--- src/rtl/core/lhm_pkg.sv ---
// link health monitor: shared types, constants and register codes
// no dependencies; used by the interfaces and every module of the block
package lhm_pkg;

    // field and counter widths
    localparam int unsigned TIMER_W       = 20;
    localparam int unsigned COUNT_W       = 32;
    localparam int unsigned CMD_W         = 3;
    localparam int unsigned CFG_INDEX_W   = 1;
    localparam int unsigned CFG_DATA_W    = 20;
    localparam int unsigned SEQ_BITS_DEF  = 16;

    // register reset values and timer ceiling
    localparam logic [TIMER_W-1:0] TIMEOUT_RESET = TIMER_W'(1000);
    localparam logic [TIMER_W-1:0] SILENCE_MAX   = {TIMER_W{1'b1}};
    localparam logic               CAN_FWD_RESET = 1'b1;

    // event kinds
    typedef enum logic [CMD_W-1:0] {
        CMD_TICK     = 3'd0,
        CMD_FRAME    = 3'd1,
        CMD_CRC      = 3'd2,
        CMD_FORMAT   = 3'd3,
        CMD_OVERFLOW = 3'd4
    } cmd_t;

    // register indexes
    localparam logic [CFG_INDEX_W-1:0] REG_TIMEOUT_MS     = 1'b0;
    localparam logic [CFG_INDEX_W-1:0] REG_CAN_FORWARDING = 1'b1;

    // live configuration
    typedef struct packed {
        logic [TIMER_W-1:0] timeout_ms;
        logic               can_forwarding;
    } cfg_t;

    // one result of the monitor
    typedef struct packed {
        logic               timed_out;
        logic               timeout_event;
        logic               recovered_event;
        logic [COUNT_W-1:0] valid_count;
        logic [COUNT_W-1:0] lost_count;
        logic [COUNT_W-1:0] crc_count;
        logic [COUNT_W-1:0] format_count;
        logic [COUNT_W-1:0] overflow_count;
        logic [COUNT_W-1:0] can_fail_count;
    } result_t;

endpackage

--- src/rtl/core/lhm_if.sv ---
// link health monitor: request and report channel interfaces
// depends on lhm_pkg for widths
interface lhm_item_if #(
    parameter int unsigned SEQUENCE_BITS = lhm_pkg::SEQ_BITS_DEF
);
    logic                            valid;
    logic                            ready;
    logic [lhm_pkg::CMD_W-1:0]       command;
    logic [SEQUENCE_BITS-1:0]        sequence_req;
    logic                            can_sent;

    modport source (output valid, command, sequence_req, can_sent, input ready);
    modport sink   (input valid, command, sequence_req, can_sent, output ready);
endinterface

interface lhm_report_if;
    logic                            valid;
    logic                            ready;
    logic                            timed_out;
    logic                            timeout_event;
    logic                            recovered_event;
    logic [lhm_pkg::COUNT_W-1:0]     valid_count;
    logic [lhm_pkg::COUNT_W-1:0]     lost_count;
    logic [lhm_pkg::COUNT_W-1:0]     crc_count;
    logic [lhm_pkg::COUNT_W-1:0]     format_count;
    logic [lhm_pkg::COUNT_W-1:0]     overflow_count;
    logic [lhm_pkg::COUNT_W-1:0]     can_fail_count;

    modport source (output valid, timed_out, timeout_event, recovered_event, valid_count,
                    lost_count, crc_count, format_count, overflow_count, can_fail_count,
                    input ready);
    modport sink   (input valid, timed_out, timeout_event, recovered_event, valid_count,
                    lost_count, crc_count, format_count, overflow_count, can_fail_count,
                    output ready);
endinterface

--- src/rtl/core/lhm_cfg.sv ---
// link health monitor: configuration registers behind the write port
// depends on lhm_pkg
module lhm_cfg (
    input  logic                                clk,
    input  logic                                rst_n,
    input  logic                                wr_en,
    input  logic [lhm_pkg::CFG_INDEX_W-1:0]     wr_index,
    input  logic [lhm_pkg::CFG_DATA_W-1:0]      wr_data,
    output lhm_pkg::cfg_t                       cfg
);

    lhm_pkg::cfg_t cfg_reg;
    lhm_pkg::cfg_t cfg_next;

    // register decode
    always_comb
    begin
        cfg_next = cfg_reg;
        if (wr_en)
        begin
            unique case (wr_index)
                lhm_pkg::REG_TIMEOUT_MS:
                    cfg_next.timeout_ms = wr_data[lhm_pkg::TIMER_W-1:0];
                lhm_pkg::REG_CAN_FORWARDING:
                    cfg_next.can_forwarding = wr_data[0];
                default:
                    cfg_next = cfg_reg;
            endcase
        end
    end

    always_ff @(posedge clk or negedge rst_n)
    begin
        if (!rst_n)
        begin
            cfg_reg.timeout_ms     <= lhm_pkg::TIMEOUT_RESET;
            cfg_reg.can_forwarding <= lhm_pkg::CAN_FWD_RESET;
        end
        else
        begin
            cfg_reg <= cfg_next;
        end
    end

    assign cfg = cfg_reg;

endmodule

--- src/rtl/core/lhm_update.sv ---
// link health monitor: link state, counters and the per-request update
// depends on lhm_pkg; fed from the top level's request register
module lhm_update #(
    parameter int unsigned SEQUENCE_BITS = lhm_pkg::SEQ_BITS_DEF
) (
    input  logic                            clk,
    input  logic                            rst_n,
    input  logic                            step,
    input  logic [lhm_pkg::CMD_W-1:0]       command,
    input  logic [SEQUENCE_BITS-1:0]        sequence_req,
    input  logic                            can_sent,
    input  lhm_pkg::cfg_t                   cfg,
    output lhm_pkg::result_t                result
);

    localparam int unsigned LOSS_W = SEQUENCE_BITS - 1;
    localparam logic [SEQUENCE_BITS-1:0] HALF = {1'b1, {LOSS_W{1'b0}}};
    localparam logic [SEQUENCE_BITS-1:0] ONE  = SEQUENCE_BITS'(1);

    logic [lhm_pkg::TIMER_W-1:0]  silence_reg,  silence_next;
    logic [SEQUENCE_BITS-1:0]     prev_seq_reg, prev_seq_next;
    logic                         seen_reg,     seen_next;
    logic                         down_reg,     down_next;
    logic [lhm_pkg::COUNT_W-1:0]  valid_reg,    valid_next;
    logic [lhm_pkg::COUNT_W-1:0]  lost_reg,     lost_next;
    logic [lhm_pkg::COUNT_W-1:0]  crc_reg,      crc_next;
    logic [lhm_pkg::COUNT_W-1:0]  format_reg,   format_next;
    logic [lhm_pkg::COUNT_W-1:0]  overflow_reg, overflow_next;
    logic [lhm_pkg::COUNT_W-1:0]  canfail_reg,  canfail_next;

    logic [SEQUENCE_BITS-1:0]     delta;
    logic [SEQUENCE_BITS-1:0]     gap;
    logic                         gap_counts;
    logic                         down_mid;
    logic                         recovered;
    logic                         entered;

    // sequence gap, modulo the sequence width
    assign delta      = sequence_req - prev_seq_reg;
    assign gap        = delta - ONE;
    assign gap_counts = seen_reg && (delta > ONE) && (delta < HALF);

    // event decode
    always_comb
    begin
        silence_next  = silence_reg;
        prev_seq_next = prev_seq_reg;
        seen_next     = seen_reg;
        down_mid      = down_reg;
        recovered     = 1'b0;
        valid_next    = valid_reg;
        lost_next     = lost_reg;
        crc_next      = crc_reg;
        format_next   = format_reg;
        overflow_next = overflow_reg;
        canfail_next  = canfail_reg;
        unique case (lhm_pkg::cmd_t'(command))
            lhm_pkg::CMD_TICK:
            begin
                if (silence_reg != lhm_pkg::SILENCE_MAX)
                begin
                    silence_next = silence_reg + 1'b1;
                end
            end
            lhm_pkg::CMD_FRAME:
            begin
                valid_next = valid_reg + 1'b1;
                if (gap_counts)
                begin
                    lost_next = lost_reg + lhm_pkg::COUNT_W'(gap[LOSS_W-1:0]);
                end
                prev_seq_next = sequence_req;
                seen_next     = 1'b1;
                silence_next  = '0;
                down_mid      = 1'b0;
                recovered     = down_reg;
                if (cfg.can_forwarding && !can_sent)
                begin
                    canfail_next = canfail_reg + 1'b1;
                end
            end
            lhm_pkg::CMD_CRC:
                crc_next = crc_reg + 1'b1;
            lhm_pkg::CMD_FORMAT:
                format_next = format_reg + 1'b1;
            lhm_pkg::CMD_OVERFLOW:
                overflow_next = overflow_reg + 1'b1;
            default:
                silence_next = silence_reg;
        endcase
    end

    // timeout check after the event
    assign entered   = !down_mid && (silence_next > cfg.timeout_ms);
    assign down_next = down_mid || entered;

    // result of this request
    always_comb
    begin
        result.timed_out       = down_next;
        result.timeout_event   = entered;
        result.recovered_event = recovered;
        result.valid_count     = valid_next;
        result.lost_count      = lost_next;
        result.crc_count       = crc_next;
        result.format_count    = format_next;
        result.overflow_count  = overflow_next;
        result.can_fail_count  = canfail_next;
    end

    // state registers
    always_ff @(posedge clk or negedge rst_n)
    begin
        if (!rst_n)
        begin
            silence_reg  <= '0;
            prev_seq_reg <= '0;
            seen_reg     <= 1'b0;
            down_reg     <= 1'b0;
            valid_reg    <= '0;
            lost_reg     <= '0;
            crc_reg      <= '0;
            format_reg   <= '0;
            overflow_reg <= '0;
            canfail_reg  <= '0;
        end
        else if (step)
        begin
            silence_reg  <= silence_next;
            prev_seq_reg <= prev_seq_next;
            seen_reg     <= seen_next;
            down_reg     <= down_next;
            valid_reg    <= valid_next;
            lost_reg     <= lost_next;
            crc_reg      <= crc_next;
            format_reg   <= format_next;
            overflow_reg <= overflow_next;
            canfail_reg  <= canfail_next;
        end
    end

endmodule

--- src/rtl/core/link_health_monitor_top.sv ---
// link health monitor: top level with request register and report register
// depends on lhm_pkg, lhm_if, lhm_cfg and lhm_update
//
// Usage:
//   item   - request channel (valid/ready): command, sequence_req, can_sent.
//            command is tick, valid frame, CRC error, format error or overflow.
//   report - report channel (valid/ready): one report for every request,
//            carrying the timeout flags and the six wrapping 32-bit counters.
//   wr_en / wr_index / wr_data - register writes (timeout_ms, can_forwarding),
//            taken at any clock edge with wr_en high; write only while idle.
// Path: an accepted request passes through the request register, then the
//   report register, which holds its report.
// Throughput: one request per clock while report.ready holds; the link state
//   updates per request, so each request sees the state left by the one before it.
// Reset: all counters, the silence timer and the link state clear;
//   timeout_ms returns to 1000 ms and can_forwarding to 1.
// Stall: when the report is not taken, the report register holds it and the
//   request register fills once; item.ready then drops until report.ready.
module link_health_monitor_top #(
    parameter int unsigned SEQUENCE_BITS = lhm_pkg::SEQ_BITS_DEF
) (
    input  logic                                clk,
    input  logic                                rst_n,
    lhm_item_if.sink                            item,
    lhm_report_if.source                        report,
    input  logic                                wr_en,
    input  logic [lhm_pkg::CFG_INDEX_W-1:0]     wr_index,
    input  logic [lhm_pkg::CFG_DATA_W-1:0]      wr_data
);

    lhm_pkg::cfg_t                  cfg;
    lhm_pkg::result_t               result;
    lhm_pkg::result_t               report_reg;
    logic                           report_valid_reg;
    logic                           in_valid_reg;
    logic [lhm_pkg::CMD_W-1:0]      command_reg;
    logic [SEQUENCE_BITS-1:0]       sequence_reg;
    logic                           can_sent_reg;
    logic                           advance;
    logic                           step;

    // flow control
    assign advance    = !report_valid_reg || report.ready;
    assign step       = in_valid_reg && advance;
    assign item.ready = !in_valid_reg || advance;

    // request register
    always_ff @(posedge clk or negedge rst_n)
    begin
        if (!rst_n)
        begin
            in_valid_reg <= 1'b0;
        end
        else if (item.ready)
        begin
            in_valid_reg <= item.valid;
        end
    end

    always_ff @(posedge clk)
    begin
        if (item.valid && item.ready)
        begin
            command_reg  <= item.command;
            sequence_reg <= item.sequence_req;
            can_sent_reg <= item.can_sent;
        end
    end

    lhm_cfg u_cfg (
        .clk      (clk),
        .rst_n    (rst_n),
        .wr_en    (wr_en),
        .wr_index (wr_index),
        .wr_data  (wr_data),
        .cfg      (cfg)
    );

    lhm_update #(
        .SEQUENCE_BITS (SEQUENCE_BITS)
    ) u_update (
        .clk          (clk),
        .rst_n        (rst_n),
        .step         (step),
        .command      (command_reg),
        .sequence_req (sequence_reg),
        .can_sent     (can_sent_reg),
        .cfg          (cfg),
        .result       (result)
    );

    // report register
    always_ff @(posedge clk or negedge rst_n)
    begin
        if (!rst_n)
        begin
            report_valid_reg <= 1'b0;
        end
        else if (step)
        begin
            report_valid_reg <= 1'b1;
        end
        else if (report.ready)
        begin
            report_valid_reg <= 1'b0;
        end
    end

    always_ff @(posedge clk)
    begin
        if (step)
        begin
            report_reg <= result;
        end
    end

    // report channel
    assign report.valid           = report_valid_reg;
    assign report.timed_out       = report_reg.timed_out;
    assign report.timeout_event   = report_reg.timeout_event;
    assign report.recovered_event = report_reg.recovered_event;
    assign report.valid_count     = report_reg.valid_count;
    assign report.lost_count      = report_reg.lost_count;
    assign report.crc_count       = report_reg.crc_count;
    assign report.format_count    = report_reg.format_count;
    assign report.overflow_count  = report_reg.overflow_count;
    assign report.can_fail_count  = report_reg.can_fail_count;

endmodule
--- src/flat_wrapper.sv ---
// flat-port wrapper written by rule: the top's interface ports become plain ports
module link_health_monitor_top_flat 
#(
    parameter int unsigned SEQUENCE_BITS = lhm_pkg::SEQ_BITS_DEF
)
  (clk, rst_n, wr_en, wr_index, wr_data, item_valid, item_command, item_sequence_req, item_can_sent, item_ready, report_valid, report_timed_out, report_timeout_event, report_recovered_event, report_valid_count, report_lost_count, report_crc_count, report_format_count, report_overflow_count, report_can_fail_count, report_ready);
  lhm_item_if #(.SEQUENCE_BITS(SEQUENCE_BITS)) item_i ();
  lhm_report_if report_i ();
  input  logic clk;
  input  logic rst_n;
  input  logic wr_en;
  input  logic [lhm_pkg::CFG_INDEX_W-1:0] wr_index;
  input  logic [lhm_pkg::CFG_DATA_W-1:0] wr_data;
  input wire logic [$bits(item_i.valid)-1:0] item_valid;
  input wire logic [$bits(item_i.command)-1:0] item_command;
  input wire logic [$bits(item_i.sequence_req)-1:0] item_sequence_req;
  input wire logic [$bits(item_i.can_sent)-1:0] item_can_sent;
  output wire logic [$bits(item_i.ready)-1:0] item_ready;
  output wire logic [$bits(report_i.valid)-1:0] report_valid;
  output wire logic [$bits(report_i.timed_out)-1:0] report_timed_out;
  output wire logic [$bits(report_i.timeout_event)-1:0] report_timeout_event;
  output wire logic [$bits(report_i.recovered_event)-1:0] report_recovered_event;
  output wire logic [$bits(report_i.valid_count)-1:0] report_valid_count;
  output wire logic [$bits(report_i.lost_count)-1:0] report_lost_count;
  output wire logic [$bits(report_i.crc_count)-1:0] report_crc_count;
  output wire logic [$bits(report_i.format_count)-1:0] report_format_count;
  output wire logic [$bits(report_i.overflow_count)-1:0] report_overflow_count;
  output wire logic [$bits(report_i.can_fail_count)-1:0] report_can_fail_count;
  input wire logic [$bits(report_i.ready)-1:0] report_ready;
  assign item_i.valid = item_valid;
  assign item_i.command = item_command;
  assign item_i.sequence_req = item_sequence_req;
  assign item_i.can_sent = item_can_sent;
  assign item_ready = item_i.ready;
  assign report_valid = report_i.valid;
  assign report_timed_out = report_i.timed_out;
  assign report_timeout_event = report_i.timeout_event;
  assign report_recovered_event = report_i.recovered_event;
  assign report_valid_count = report_i.valid_count;
  assign report_lost_count = report_i.lost_count;
  assign report_crc_count = report_i.crc_count;
  assign report_format_count = report_i.format_count;
  assign report_overflow_count = report_i.overflow_count;
  assign report_can_fail_count = report_i.can_fail_count;
  assign report_i.ready = report_ready;
  link_health_monitor_top #(.SEQUENCE_BITS(SEQUENCE_BITS)) u_core (.clk(clk), .rst_n(rst_n), .item(item_i), .report(report_i), .wr_en(wr_en), .wr_index(wr_index), .wr_data(wr_data));
endmodule
--- config.mk ---
export PLATFORM = sky130hd
export DESIGN_NAME = link_health_monitor_top_flat
export DESIGN_NICKNAME = d
export VERILOG_FILES = /design/src/rtl/core/lhm_pkg.sv /design/src/rtl/core/lhm_if.sv /design/src/rtl/core/lhm_cfg.sv /design/src/rtl/core/lhm_update.sv /design/src/rtl/core/link_health_monitor_top.sv /design/src/flat_wrapper.sv
export SDC_FILE = /design/constraint.sdc
export NUM_CORES = 1
export LEC_CHECK = 0
export BUFFER_PORTS_ARGS = -buffer_cell sky130_fd_sc_hd__buf_2
export CAP_MARGIN = 20
export CORE_MARGIN = 4
export CORE_UTILIZATION = 45
export DETAILED_ROUTE_END_ITERATION = 16
export GPL_TIMING_DRIVEN = 0
export PLACE_DENSITY_LB_ADDON = 0.2
export REMOVE_ABC_BUFFERS = 1
export SLEW_MARGIN = 0
export SYNTH_ARGS = -nofsm -noshare
export SYNTH_HDL_FRONTEND = slang
export SYNTH_SLANG_ARGS = --single-unit
--- constraint.sdc ---
create_clock -name clk -period 8.8 [get_ports clk]
set_clock_uncertainty 0.05 [all_clocks]
set_input_delay 1.76 -clock clk [delete_from_list [all_inputs] [get_ports clk]]
set_output_delay 1.76 -clock clk [all_outputs]
set_load 0.1 [all_outputs]
Word-level counts from Yosys, hierarchy flattened
Index checks and enable logic that the tools add are counted.

Register bits: 468. Input port bits: 46. Output and inout bits: 197. Word-level logic and storage cells: 75.

$add $sub $neg: 9. $lt $le $gt $ge: 3. Equality and inequality tests: 5. Muxes and demuxes: 13. Bitwise operators: 1. Reductions and logical operators: 18.

Operator list (count): 32-bit two-way mux (8); 32-bit by 1-bit adder with 32-bit output (second input constant) (5); 20-bit one-hot mux with 2 select lines (1); 32-bit by 15-bit adder with 32-bit output (1); 20-bit by 1-bit adder with 20-bit output (second input constant) (1); 20-bit greater-than comparator (1); 20-bit two-way mux (1); 20-bit inequality test (second input constant) (1); 16-bit by 1-bit greater-than comparator with 1-bit output (second input constant) (1); 16-bit < comparator (second input constant) (1); 16-bit subtractor (1); 15-bit by 1-bit subtractor with 15-bit output (second input constant) (1); 3-bit by 2-bit equality test with 1-bit output (second input constant) (2); 1-bit logical AND (6); 2-bit AND reduction (3); 1-bit logical NOT (4); 3-bit by 1-bit equality test with 1-bit output (second input constant) (1); 3-bit equality test (second input constant) (1); 3-bit logical NOT (1); 1-bit logical OR (3); 1-bit two-way mux (3); 2-bit nonzero test (1); 1-bit inverter (1).

Logic depth before layout (Yosys ltp)
Gate-level depths: netlist of the first run.

Depth after elaboration: 6. Mapped depth: 20. Mapped depth without buffers: 20.

By module
Synthesis of the first run repeated with hierarchy kept, for this count alone.

Cell total of the unflattened synthesis: 1957. Area total of the unflattened synthesis: 23007.1 µm².

Modules (own cells, without submodules): lhm_update (instances 1, cells an instance 1688, area each 15561.2 µm²); link_health_monitor_top (instances 1, cells an instance 223, area each 6560.0 µm²); lhm_cfg (instances 1, cells an instance 46, area each 885.8 µm²).

Least setup slack after synthesis of the first run
OpenSTA, ideal clock, no wires.

Kind: input -> register. Start point: in report_ready. End point: reg u_core.report_reg, in the netlist u_core.report.can_fail_count[0] (enable). Arrival time: 7773 ps. Required time: 8116 ps. Slack: 342 ps. Stages on the path: 5. Path through: nand2b_1 nand2_1 clkinv_1 clkbuf_1 buf_1.

Longest elaborated chain between the ends: 2.

Ends and longest elaborated chain: start: declaration (line flat_wrapper.sv:29) `input wire logic [$bits(report_i.ready)-1:0] report_ready;`; 1-bit logical OR (line link_health_monitor_top.sv:43) `assign advance = !report_valid_reg || report.ready;`; 1-bit logical AND (line link_health_monitor_top.sv:44) `assign step = in_valid_reg && advance;`; via u_core.step (line link_health_monitor_top.sv:40) `logic step;`; end signal: assignment (line link_health_monitor_top.sv:113) `report_reg <= result;`; end: declaration (line link_health_monitor_top.sv:33) `lhm_pkg::result_t report_reg;`.

The timed path passes the listed nets, and every way through them passes these cells. A chain may end at the register's enable or synchronous reset.

==> metrics.txt, run 1 <==
Starting Density 0.4545; RSZ-0062 raised after global routing false; wire length per cell approximately 16 µm; Total Wirelength ~48,000 µm; Arr. time, crit path 5.78 ns; HP Class flop to flop; GRT Util Overall 0.1697; WS Path Type flop to flop; Synth warnings 0; Seq cells post-synth 468; root buffer cell clkbuf_16; Diodes inserted 0; Antenna Violating Nets Remaining 0; Hold Startpoint u_core.u_update.format_reg[31]; Remaining DRCs 0; non-filler instance count after layout 2,973; clk buf depth 3; Layout area overhead 15.59%; endpoints failing setup 0; Ports 243; RR Startpoint u_core.u_update.prev_seq_reg[0]; Peak supply drop between 0.15 and 0.2 mV; final hold slack ~0.44 ns; ys async rst share 0.5406; Die Height 235.6 µm; setup ws final 3.293 ns; largest cells by area after synthesis edfxtp_1, dfrtp_1, xnor2_1; Setup TNS 0 ns; # rows between 80 and 90; Crit. End Element flop; Pwr Total roughly 7 mW; Rel. slew slack 0.3567; cell with the most instances after synthesis dfrtp_1; PD cells 253.6 nW/µm²; Die W roughly 240 µm; CTS buffer count 50; ratio of cells with drive above 1 in the final layout 0.1853; final RePlAce weighted congestion around 0.85; Core Area 51,300 µm²; DRT iter0 DRCs 901; initial antenna violation count 3; flop2flop setup slack approximately 3.3 ns; Buffers on Ports around 240; number of synthesized flops with an enable pin 215; dpl ws 3.260 ns; via count 15.38k; TritonCTS clock tree yes; CP required 9.07 ns; P_leak roughly 12 nW; worst-skew pair later-pin latency 0.60 ns; die area 55,520 µm²; top-area cell type share of the netlist area 0.2769; Via density between 5 and 6; Final #Nets 2,359; Seq/Total Area, Yosys 0.5488; placed cell count 2,878; CTS Hold Bufs 0; vias in the first global route roughly 15k; Slew Limit Fails 0; top post-synthesis cells by count dfrtp_1, xnor2_1, nand2_1, edfxtp_1, nor2_1; fill count 4,587; syn avg cell area 11.51 µm²; H-tree lvl count 2; worst reg2reg path depth 19; status finished, final reports clean; Post-CTS Repair Setup Buffers 0; terminus of the critical flop-to-flop path u_core.report.lost_count[15]; FMAX about 180 MHz; Overflow after GRT 0; CTS Sinks 468; first-pass GRT wire length 78,930 µm; number of library cell types mapped by synthesis 89; Mapped Area 23,310 µm²; number of max-cap violations 0; CTS-repair resized insts 0; drt pass-1 iters 5; Startpoint Class flop; min cycle time layout around 5.5 ns; Slew @ Worst Pin 0.9650 ns; hold-critical path endpoint u_core.u_update.format_reg[31]; Hold Path Stages 1; area leader, netlist edfxtp_1; Hold Violations, Final 0; Primary FF master, synth dfrtp_1; CP startpoint u_core.u_update.prev_seq_reg[0]; Worst-path clk slew 0.06 ns; part of the cycle the worst path needs 0.6258; worst-path maximum fanout 7; Post-Syn Instances 2,026; largest net degree at the start of global routing 108; hpwl dp 33,350 µm
[critical path: stages, from the launching register on]
cell      delay, ns
dfrtp_1        0.38
ha_1           0.24
fa_1           0.45
nor2b_4        0.15
o21a_1         0.16
nor2_1         0.11
or4_1          0.46
a32oi_2        0.27
nand3_1        0.21
or3_1          0.42
xnor2_1        0.14
ha_1           0.36
a211oi_1       0.29
nor2b_1        0.08
a221oi_1       0.39
nand2_1        0.18
a31oi_1        0.48
nor3_2         0.15
o211ai_1       0.14
xnor2_1        0.13
[worst max-delay path by stage]
stage | to | slack, ns | cells after the start
final | u_core.report.lost_count[15] | 3.29 | 19
after global routing | u_core.report.lost_count[15] | 2.99 | 19
after CTS | u_core.report.lost_count[15] | 3.33 | 19
after detailed placement | u_core.u_update.prev_seq_reg[3] | 3.26 | 9
after global placement | u_core.u_update.prev_seq_reg[2] | -9.79 | 6
after floorplan | u_core.u_update.prev_seq_reg[10] | -3.17 | 5
[metrics by stage]
step | area [µm²] | utilization
5_1_grt | 26950 | 0.5253
4_1_cts | 26920 | 0.5248
2_1_floorplan | 22960 | -
3_3_place_gp | 25030 | 0.4878
3_5_place_dp | 25250 | 0.4921
6_report | 26950 | 0.5253
[layout make-up]
cell class / count / area (µm²) / share of cell area
timing repair buffer: 251 / 1444 / 0.05357
sequential: 468 / 12800 / 0.4748
inverter: 59 / 226.5 / 0.008403
clock buffer: 65 / 1348 / 0.05000
clock inverter: 29 / 330.3 / 0.01226
tap: 680 / 850.8 / 0.03157
multi-input combinational: 1421 / 9956 / 0.3694
[logic make-up (layout without fill, tap and decap cells)]
| family | count (synthesis) | in the layout | share of synthesized area |
|---|---|---|---|
| flops | 468 | 468 | 0.5488 |
| xor+xnor | 391 | 391 | 0.1475 |
| simple gates | 702 | 702 | 0.1487 |
| buf+inv | 137 | 404 | 0.02458 |
| fa+ha+maj | 62 | 62 | 0.03392 |
| compound gates | 214 | 214 | 0.06816 |
| mux | 52 | 52 | 0.02834 |
[where the power goes]
group	leakage, nW	total (mW)	internal (mW)	switching, mW
Sequential	5.53	2.64	2.51	0.126
Clock	0.811	2.13	1.26	0.869
Combinational	5.68	2.07	0.645	1.42
[per-layer routing]
layer | global-route usage | up-vias | routed length, µm
li1 | - | 7534 | -
met1 | 0.2340 | 7457 | 21860
met2 | 0.2739 | 303 | 22480
met3 | 0.03573 | 77 | 2429
met4 | 0.04770 | 6 | 1203
met5 | 0 | - | 34
[placed cells by master (no fill, tap or decap), drive strengths merged, types with 8 or more instances in the layout]
| cell type | count |
|---|---|
| buf | 251 |
| dfrtp | 246 |
| xnor2 | 227 |
| nand2 | 219 |
| edfxtp | 215 |
| nor2 | 168 |
| xor2 | 164 |
| nand3 | 92 |
| clkbuf | 65 |
| ha | 60 |
| inv | 60 |
| mux2 | 52 |
| nand4 | 50 |
| o21ai | 46 |
| and3 | 41 |
| nor3 | 38 |
| a21oi | 31 |
| o211ai | 29 |
| a21o | 25 |
| and2 | 25 |
| clkinv | 20 |
| o2111ai | 17 |
| and4 | 16 |
| o21a | 9 |
| nor2b | 9 |
| a22o | 8 |
Power figures use the tool's default switching activity.
==> run 2, diff against run 1 <==
ABC_AREA = 1   (was not set)
clock period = 4.49 ns   (was 8.8 ns; I/O delays follow)
==> metrics.txt, run 2 <==
status finished, final reports clean (unchanged); die area 55,780 µm² (was 55,520 µm²); part of the cycle the worst path needs 0.9383 (was 0.6258); Starting Density 0.4558 (was 0.4545); Seq/Total Area, Yosys 0.5462 (was 0.5488); Layout area overhead 17.89% (was 15.59%); initial antenna violation count 0 (was 3); Primary FF master, synth dfrtp_1 (unchanged); Flop pwr share 0.348 (was 0.386); first-pass GRT wire length 86,810 µm (was 78,930 µm); Layout Utilization 0.5373 (was 0.5253); P_leak 12.66 nW (was 12.02 nW); Net Sw Frac 0.4582 (was 0.3535); Diodes inserted 0 (unchanged); Die W 236.2 µm (was 235.6 µm); Post-Syn Instances 2,624 (was 2,026); Slew Limit Fails 0 (unchanged); setup ws final 0.2770 ns (was 3.293 ns); clock share of power 0.227 (was 0.312); FMAX 237.4 MHz (was 181.6 MHz); commonest non-fill, non-tap cell in the layout nand2_1 (was dfrtp_1); number of synthesized flops with an enable pin 215 (unchanged); Ports 243 (unchanged); Final #Nets 2,989 (was 2,359); most frequent cells in the layout nand2_1, inv_1, dfrtp_1 (was dfrtp_1, buf_2, xnor2_1); TritonCTS clock tree yes (unchanged); Synth warnings 0 (unchanged); Via density 4.995 (was 5.172); number of max-cap violations 0 (unchanged); Slew @ Worst Pin 1.060 ns (was 0.9650 ns); top post-synthesis cells by count nand2_1, inv_1, dfrtp_1, o21ai_0, edfxtp_1 (was dfrtp_1, xnor2_1, nand2_1, edfxtp_1, nor2_1); GRT Util Overall 0.1846 (was 0.1697); PD cells 691.3 nW/µm² (was 253.6 nW/µm²); flop2flop setup slack 0.28 ns (was 3.29 ns); area leader, netlist edfxtp_1 (unchanged); dpl ws -0.3386 ns (was 3.260 ns); Rel. slew slack 0.2914 (was 0.3567); Core Area 51,410 µm² (was 51,300 µm²); Hold Violations, Final 0 (unchanged); worst-path maximum fanout 3 (was 7); CTS Sinks 468 (unchanged); endpoints failing setup 0 (unchanged); min cycle time layout 4.213 ns (was 5.507 ns); Total Wirelength 52,140 µm (was 48,010 µm); top-area cell type share of the netlist area 0.2756 (was 0.2769); vias in the first global route 17.75k (was 15.31k); wire length per cell 14.47 µm (was 16.15 µm); via count 18.00k (was 15.38k); cell with the most instances after synthesis nand2_1 (was dfrtp_1); CTS buffer count 52 (was 50); Net Sw Power 8.749 mW (was 2.416 mW); DRT iter0 DRCs 1,081 (was 901); largest net degree at the start of global routing 163 (was 108); hpwl dp 37,410 µm (was 33,350 µm); Peak supply drop 0.3607 mV (was 0.1912 mV); cell-internal power 10.34 mW (was 4.418 mW); ratio of cells with drive above 1 in the final layout 0.1539 (was 0.1853); Remaining DRCs 0 (unchanged); root buffer cell clkbuf_16 (unchanged); ys async rst share 0.5406 (unchanged); syn avg cell area 8.929 µm² (was 11.51 µm²); final RePlAce weighted congestion 0.8859 (was 0.8537); Crit. End Element flop (unchanged); H-tree lvl count 2 (unchanged); Startpoint Class flop (unchanged); WS Path Type flop to flop (unchanged); Antenna Violating Nets Remaining 0 (unchanged); worst-skew pair later-pin latency 0.60 ns (about the same); CP required 4.78 ns (was 9.07 ns); Seq cells post-synth 468 (unchanged); largest cells by area after synthesis edfxtp_1, dfrtp_1, nand2_1 (was edfxtp_1, dfrtp_1, xnor2_1); Die Height 236.2 µm (was 235.6 µm); number of library cell types mapped by synthesis 46 (was 89); drt pass-1 iters 5 (unchanged); Worst-path clk slew 0.06 ns (about the same); Mapped Area 23,430 µm² (was 23,310 µm²); CTS Hold Bufs 0 (unchanged); clk buf depth 3 (unchanged); Logic pwr share 0.425 (was 0.302); Arr. time, crit path 4.50 ns (was 5.78 ns); Buffers on Ports 242 (unchanged); # rows 83 (unchanged); Overflow after GRT 0 (unchanged); HP Class input port to async pin (was flop to flop); final hold slack 0.1324 ns (was 0.4399 ns)
## run 2: changes by cell type in the layout (fill, tap and decap cells not counted), moves of 32 or more
cell / before / now
xnor2_1: 227 / 16
a21oi_1: 29 / 71
and3_1: 41 / 0
o21ai_0: 46 / 209
nand2_1: 218 / 707
inv_1: 58 / 348
mux2_2: 32 / 0
## run 2: layout make-up
type                            count  area (µm²)
Clock buffer                       72        1498
Clock inverter                     25       270.3
Fill cell                        4687       23790
Inverter                          356        1349
Multi-Input combinational cell   1739        9314
Sequential cell                   468       12800
Tap cell                          680       850.8
Timing Repair Buffer              264        1541
## run 2: cell families (layout without fill, tap and decap cells)
logic type / count (synthesis) / count (layout) / share of synthesized area
AND/OR/NAND/NOR: 1186 / 1186 / 0.2171
flip-flops: 468 / 468 / 0.5462
buffers and inverters: 417 / 717 / 0.06745
AO/OA/AOI/OAI: 315 / 315 / 0.06975
XOR/XNOR: 176 / 176 / 0.06579
adder cells (fa/ha/maj): 62 / 62 / 0.03375
## run 2: timing repair
action                     in CTS  in global routing
resized for setup              11                 58
pin swaps                       1                 24
setup endpoints to repair      20                 44
setup buffers                   2                 11
cloned                          0                  0
## run 2: metrics by stage
stage          instance area, µm²   TNS (ns)  cells  power, mW
2_1_floorplan               23190   -2657.61   2563      13.04
3_3_place_gp                25250   -6278.02   3485      14.48
3_5_place_dp                25480     -1.890   3493      14.55
4_1_cts                     27310  -0.001167   3592      19.03
5_1_grt                     27620   -0.04852   3604      20.31
6_report                    27620          0   3604      19.09
## run 2: per-layer routing
layer / routed length (µm) / track usage / vias up
li1: - / - / 9044
met1: 23450 / 0.2460 / 8493
met2: 24820 / 0.3098 / 368
met3: 2479 / 0.03087 / 97
met4: 1383 / 0.05998 / 0
met5: 0 / 0 / -
## run 2: worst paths after layout
| kind | start | endpoint | cells past startpoint |
|---|---|---|---|
| min in group clk | u_core.u_update.seen_reg | u_core.u_update.seen_reg | 1 |
| worst min-delay path | rst_n | u_core.u_update.format_reg[4] | 1 |
| worst max-delay path | u_core.sequence_reg[0] | u_core.report.lost_count[30] | 25 |
| max in group asynchronous | rst_n | u_core.u_cfg.cfg[15] | 3 |
| worst min register to register | u_core.u_update.seen_reg | u_core.u_update.seen_reg | 1 |
| worst max register to register | u_core.sequence_reg[0] | u_core.report.lost_count[30] | 25 |
## run 2: power groups by stage
stage          clock [mW]  combinational [mW]  sequential (mW)
2_1_floorplan           0                3.35             9.69
3_3_place_gp            0                7.70             6.78
3_5_place_dp            0                7.84             6.72
4_1_cts              4.47                7.91             6.65
5_1_grt              4.65                8.87             6.79
6_report             4.33                8.11             6.65
## run 2: worst max-delay path, stage by stage (launching register included)
cell      delay, ns
edfxtp_1       0.33
inv_1          0.08
ha_4           0.19
fa_2           0.37
inv_2          0.08
nand2_2        0.06
nand2_1        0.13
nand2_1        0.08
nor2_1         0.12
nand3_2        0.12
nor3_4         0.21
inv_2          0.06
nor2_4         0.13
nand3_4        0.10
nor2_2         0.16
xnor2_2        0.10
ha_1           0.32
inv_1          0.11
nor3_4         0.16
nor3b_4        0.22
nand2_1        0.09
nand2_2        0.09
nand2_2        0.07
a21oi_4        0.17
nand4_1        0.13
and2_4         0.22
==> run 3, diff against run 2 <==
CORE_UTILIZATION = 30   (was 45)
==> metrics.txt, run 3 (synthesis gave the netlist of run 2 again) <==
status finished, final reports clean (unchanged); CP required 4.79 ns (was 4.78 ns); Crit. End Element flop (unchanged); RSZ-0062 raised after global routing true; Arr. time, crit path 4.53 ns (was 4.50 ns); Final #Nets 2,995 (was 2,989); TritonCTS clock tree yes (unchanged); Slew @ Worst Pin 0.9062 ns (was 1.060 ns); Antenna Violating Nets Remaining 0 (unchanged); setup ws final 0.2573 ns (was 0.2770 ns); max incr delay on CP 0.48 ns (was 0.37 ns); Remaining DRCs 0 (unchanged); vias in the first global route 18.03k (was 17.75k); PD cells 682.5 nW/µm² (was 691.3 nW/µm²); dpl ws -0.3052 ns (was -0.3386 ns); first-pass GRT wire length 93,890 µm (was 86,810 µm); non-filler instance count after layout 3,972 (was 3,604); Die Height 287.5 µm (was 236.2 µm); final RePlAce weighted congestion 0.8479 (was 0.8859); Setup TNS 0 ns (unchanged); Layout area overhead 20.06% (was 17.89%); HP Class input port to async pin (unchanged); worst-skew pair later-pin latency 0.60 ns (about the same); drt pass-1 iters 5 (unchanged); Diodes inserted 0 (unchanged); most used cell along the critical path nand2_1; Startpoint Class flop (unchanged); via count 17.90k (was 18.00k); GRT Util Overall 0.1383 (was 0.1846); fill count 7,942 (was 4,687); Ports 243 (unchanged); endpoints failing setup 0 (unchanged); Die W 287.5 µm (was 236.2 µm); FMAX 236.3 MHz (was 237.4 MHz); hpwl dp 41,360 µm (was 37,410 µm); ratio of cells with drive above 1 in the final layout 0.1545 (was 0.1539); Starting Density 0.3024 (was 0.4558); commonest non-fill, non-tap cell in the layout nand2_1 (unchanged); Worst-path clk slew 0.06 ns (about the same); WS Path Type flop to flop (unchanged); CTS Sinks 468 (unchanged); dpl cell area 25,950 µm² (was 25,480 µm²); Slew Limit Fails 0 (unchanged); clk buf depth 3 (unchanged); die area 82,630 µm² (was 55,780 µm²); Rel. slew slack 0.3903 (was 0.2914); CTS buffer count 55 (was 52); most frequent cells in the layout nand2_1, inv_1, dfrtp_1 (unchanged); Peak supply drop 0.2950 mV (was 0.3607 mV); cell-by-cell trace of the critical path ha_4 -> fa_2 -> inv_2 -> nand2_1 -> nand2_1 -> nand3_2 -> nand2_2 -> nand2_1 -> nand2_2 -> nand2_2 -> nor3_2 -> buf_4 -> xor2_1 -> ha_1 -> nand2_1 -> o21ai_0 -> nand3_1 -> nand2_2 -> nand3_1 -> nor3b_2 -> nand3_1 -> nand2_1 -> inv_1; DRT iter0 DRCs 955 (was 1,081); wire length per cell 14.57 µm (was 14.47 µm); root buffer cell clkbuf_16 (unchanged); Core Area 77,470 µm² (was 51,410 µm²); slowest cell on the critical path o21ai_0 (was fa_2); placed cell count 3,854 (was 3,493); H-tree lvl count 2 (unchanged); # rows 102 (was 83); CTS Hold Bufs 0 (unchanged); number of max-cap violations 0 (unchanged); initial antenna violation count 0 (unchanged); Overflow after GRT 0 (unchanged); largest net degree at the start of global routing 135 (was 163); Pwr Total 19.20 mW (was 19.09 mW); Total Wirelength 57,890 µm (was 52,140 µm); fin area 28,130 µm² (was 27,620 µm²); register area 12,800 µm² (unchanged); Buffers on Ports 242 (unchanged); Hold Violations, Final 0 (unchanged); part of the cycle the worst path needs 0.9427 (was 0.9383); worst-path maximum fanout 4 (was 3); P_leak 12.66 nW (about the same); area of the multi-input gates 9364 µm² (was 9314 µm²); min cycle time layout 4.233 ns (was 4.213 ns); Via density 4.507 (was 4.995)
run 3: worst paths after layout:
check	from	endpoint	slack [ns]	depth (start not counted)
setup / recovery	u_core.u_update.prev_seq_reg[0]	u_core.report.lost_count[28]	0.26	23
hold / removal	rst_n	u_core.u_update.overflow_reg[24]	0.23	1
setup reg to reg	u_core.u_update.prev_seq_reg[0]	u_core.report.lost_count[28]	0.26	23
hold reg to reg	u_core.u_update.seen_reg	u_core.u_update.seen_reg	0.42	1
max in group asynchronous	rst_n	u_core.u_cfg.cfg[4]	2.81	3
min in group clk	wr_index	u_core.u_cfg.cfg[0]	0.41	2
run 3: per-stage QoR:
stage | utilization | hold WS [ns]
floorplan | - | 0.3905
global placement | 0.3318 | 0.4057
detailed placement | 0.3350 | 0.4124
CTS | 0.3581 | 0.2541
global route | 0.3631 | 0.2835
finish | 0.3631 | 0.2255
run 3: report_power, final:
| group | total [mW] | switching, mW | internal (mW) |
|---|---|---|---|
| clock network | 4.32 | 1.83 | 2.49 |
| logic | 8.23 | 6.34 | 1.89 |
| registers | 6.64 | 0.716 | 5.93 |
run 3: cell type report:
class                   count  share of cell area
flip-flops and latches    468              0.4549
multi-input cells        1739              0.3329
repair buffers            267             0.05631
clock buffers              72             0.05227
inverters                 356             0.04795
well taps                1040             0.04626
clock inverters            30            0.009386
run 3: worst max-delay path: cells and delay by family (launching register included):
kind | cells | cell delay, ns
AOI/OAI and AO/OA | 1 | 0.48
xor gates and xnor gates | 1 | 0.07
adders and majority gates | 3 | 0.89
buffers and inverters | 3 | 0.26
DFF | 1 | 0.41
and+or+nand+nor | 15 | 1.82
run 3: routing by layer:
layer / vias up / part of all wire / track usage
met5: - / 0 / 0
met4: 0 / 0.023 / 0.03688
met3: 78 / 0.041 / 0.02217
met2: 301 / 0.48 / 0.2378
met1: 8467 / 0.46 / 0.1814
li1: 9054 / - / -
run 3: timing repair:
action,4_1_cts,5_1_grt
pin swaps,1,30
setup endpoints to repair,20,40
gates cloned,0,0
resized for setup,12,58
setup buffers,0,15
hold endpoints to repair,0,0
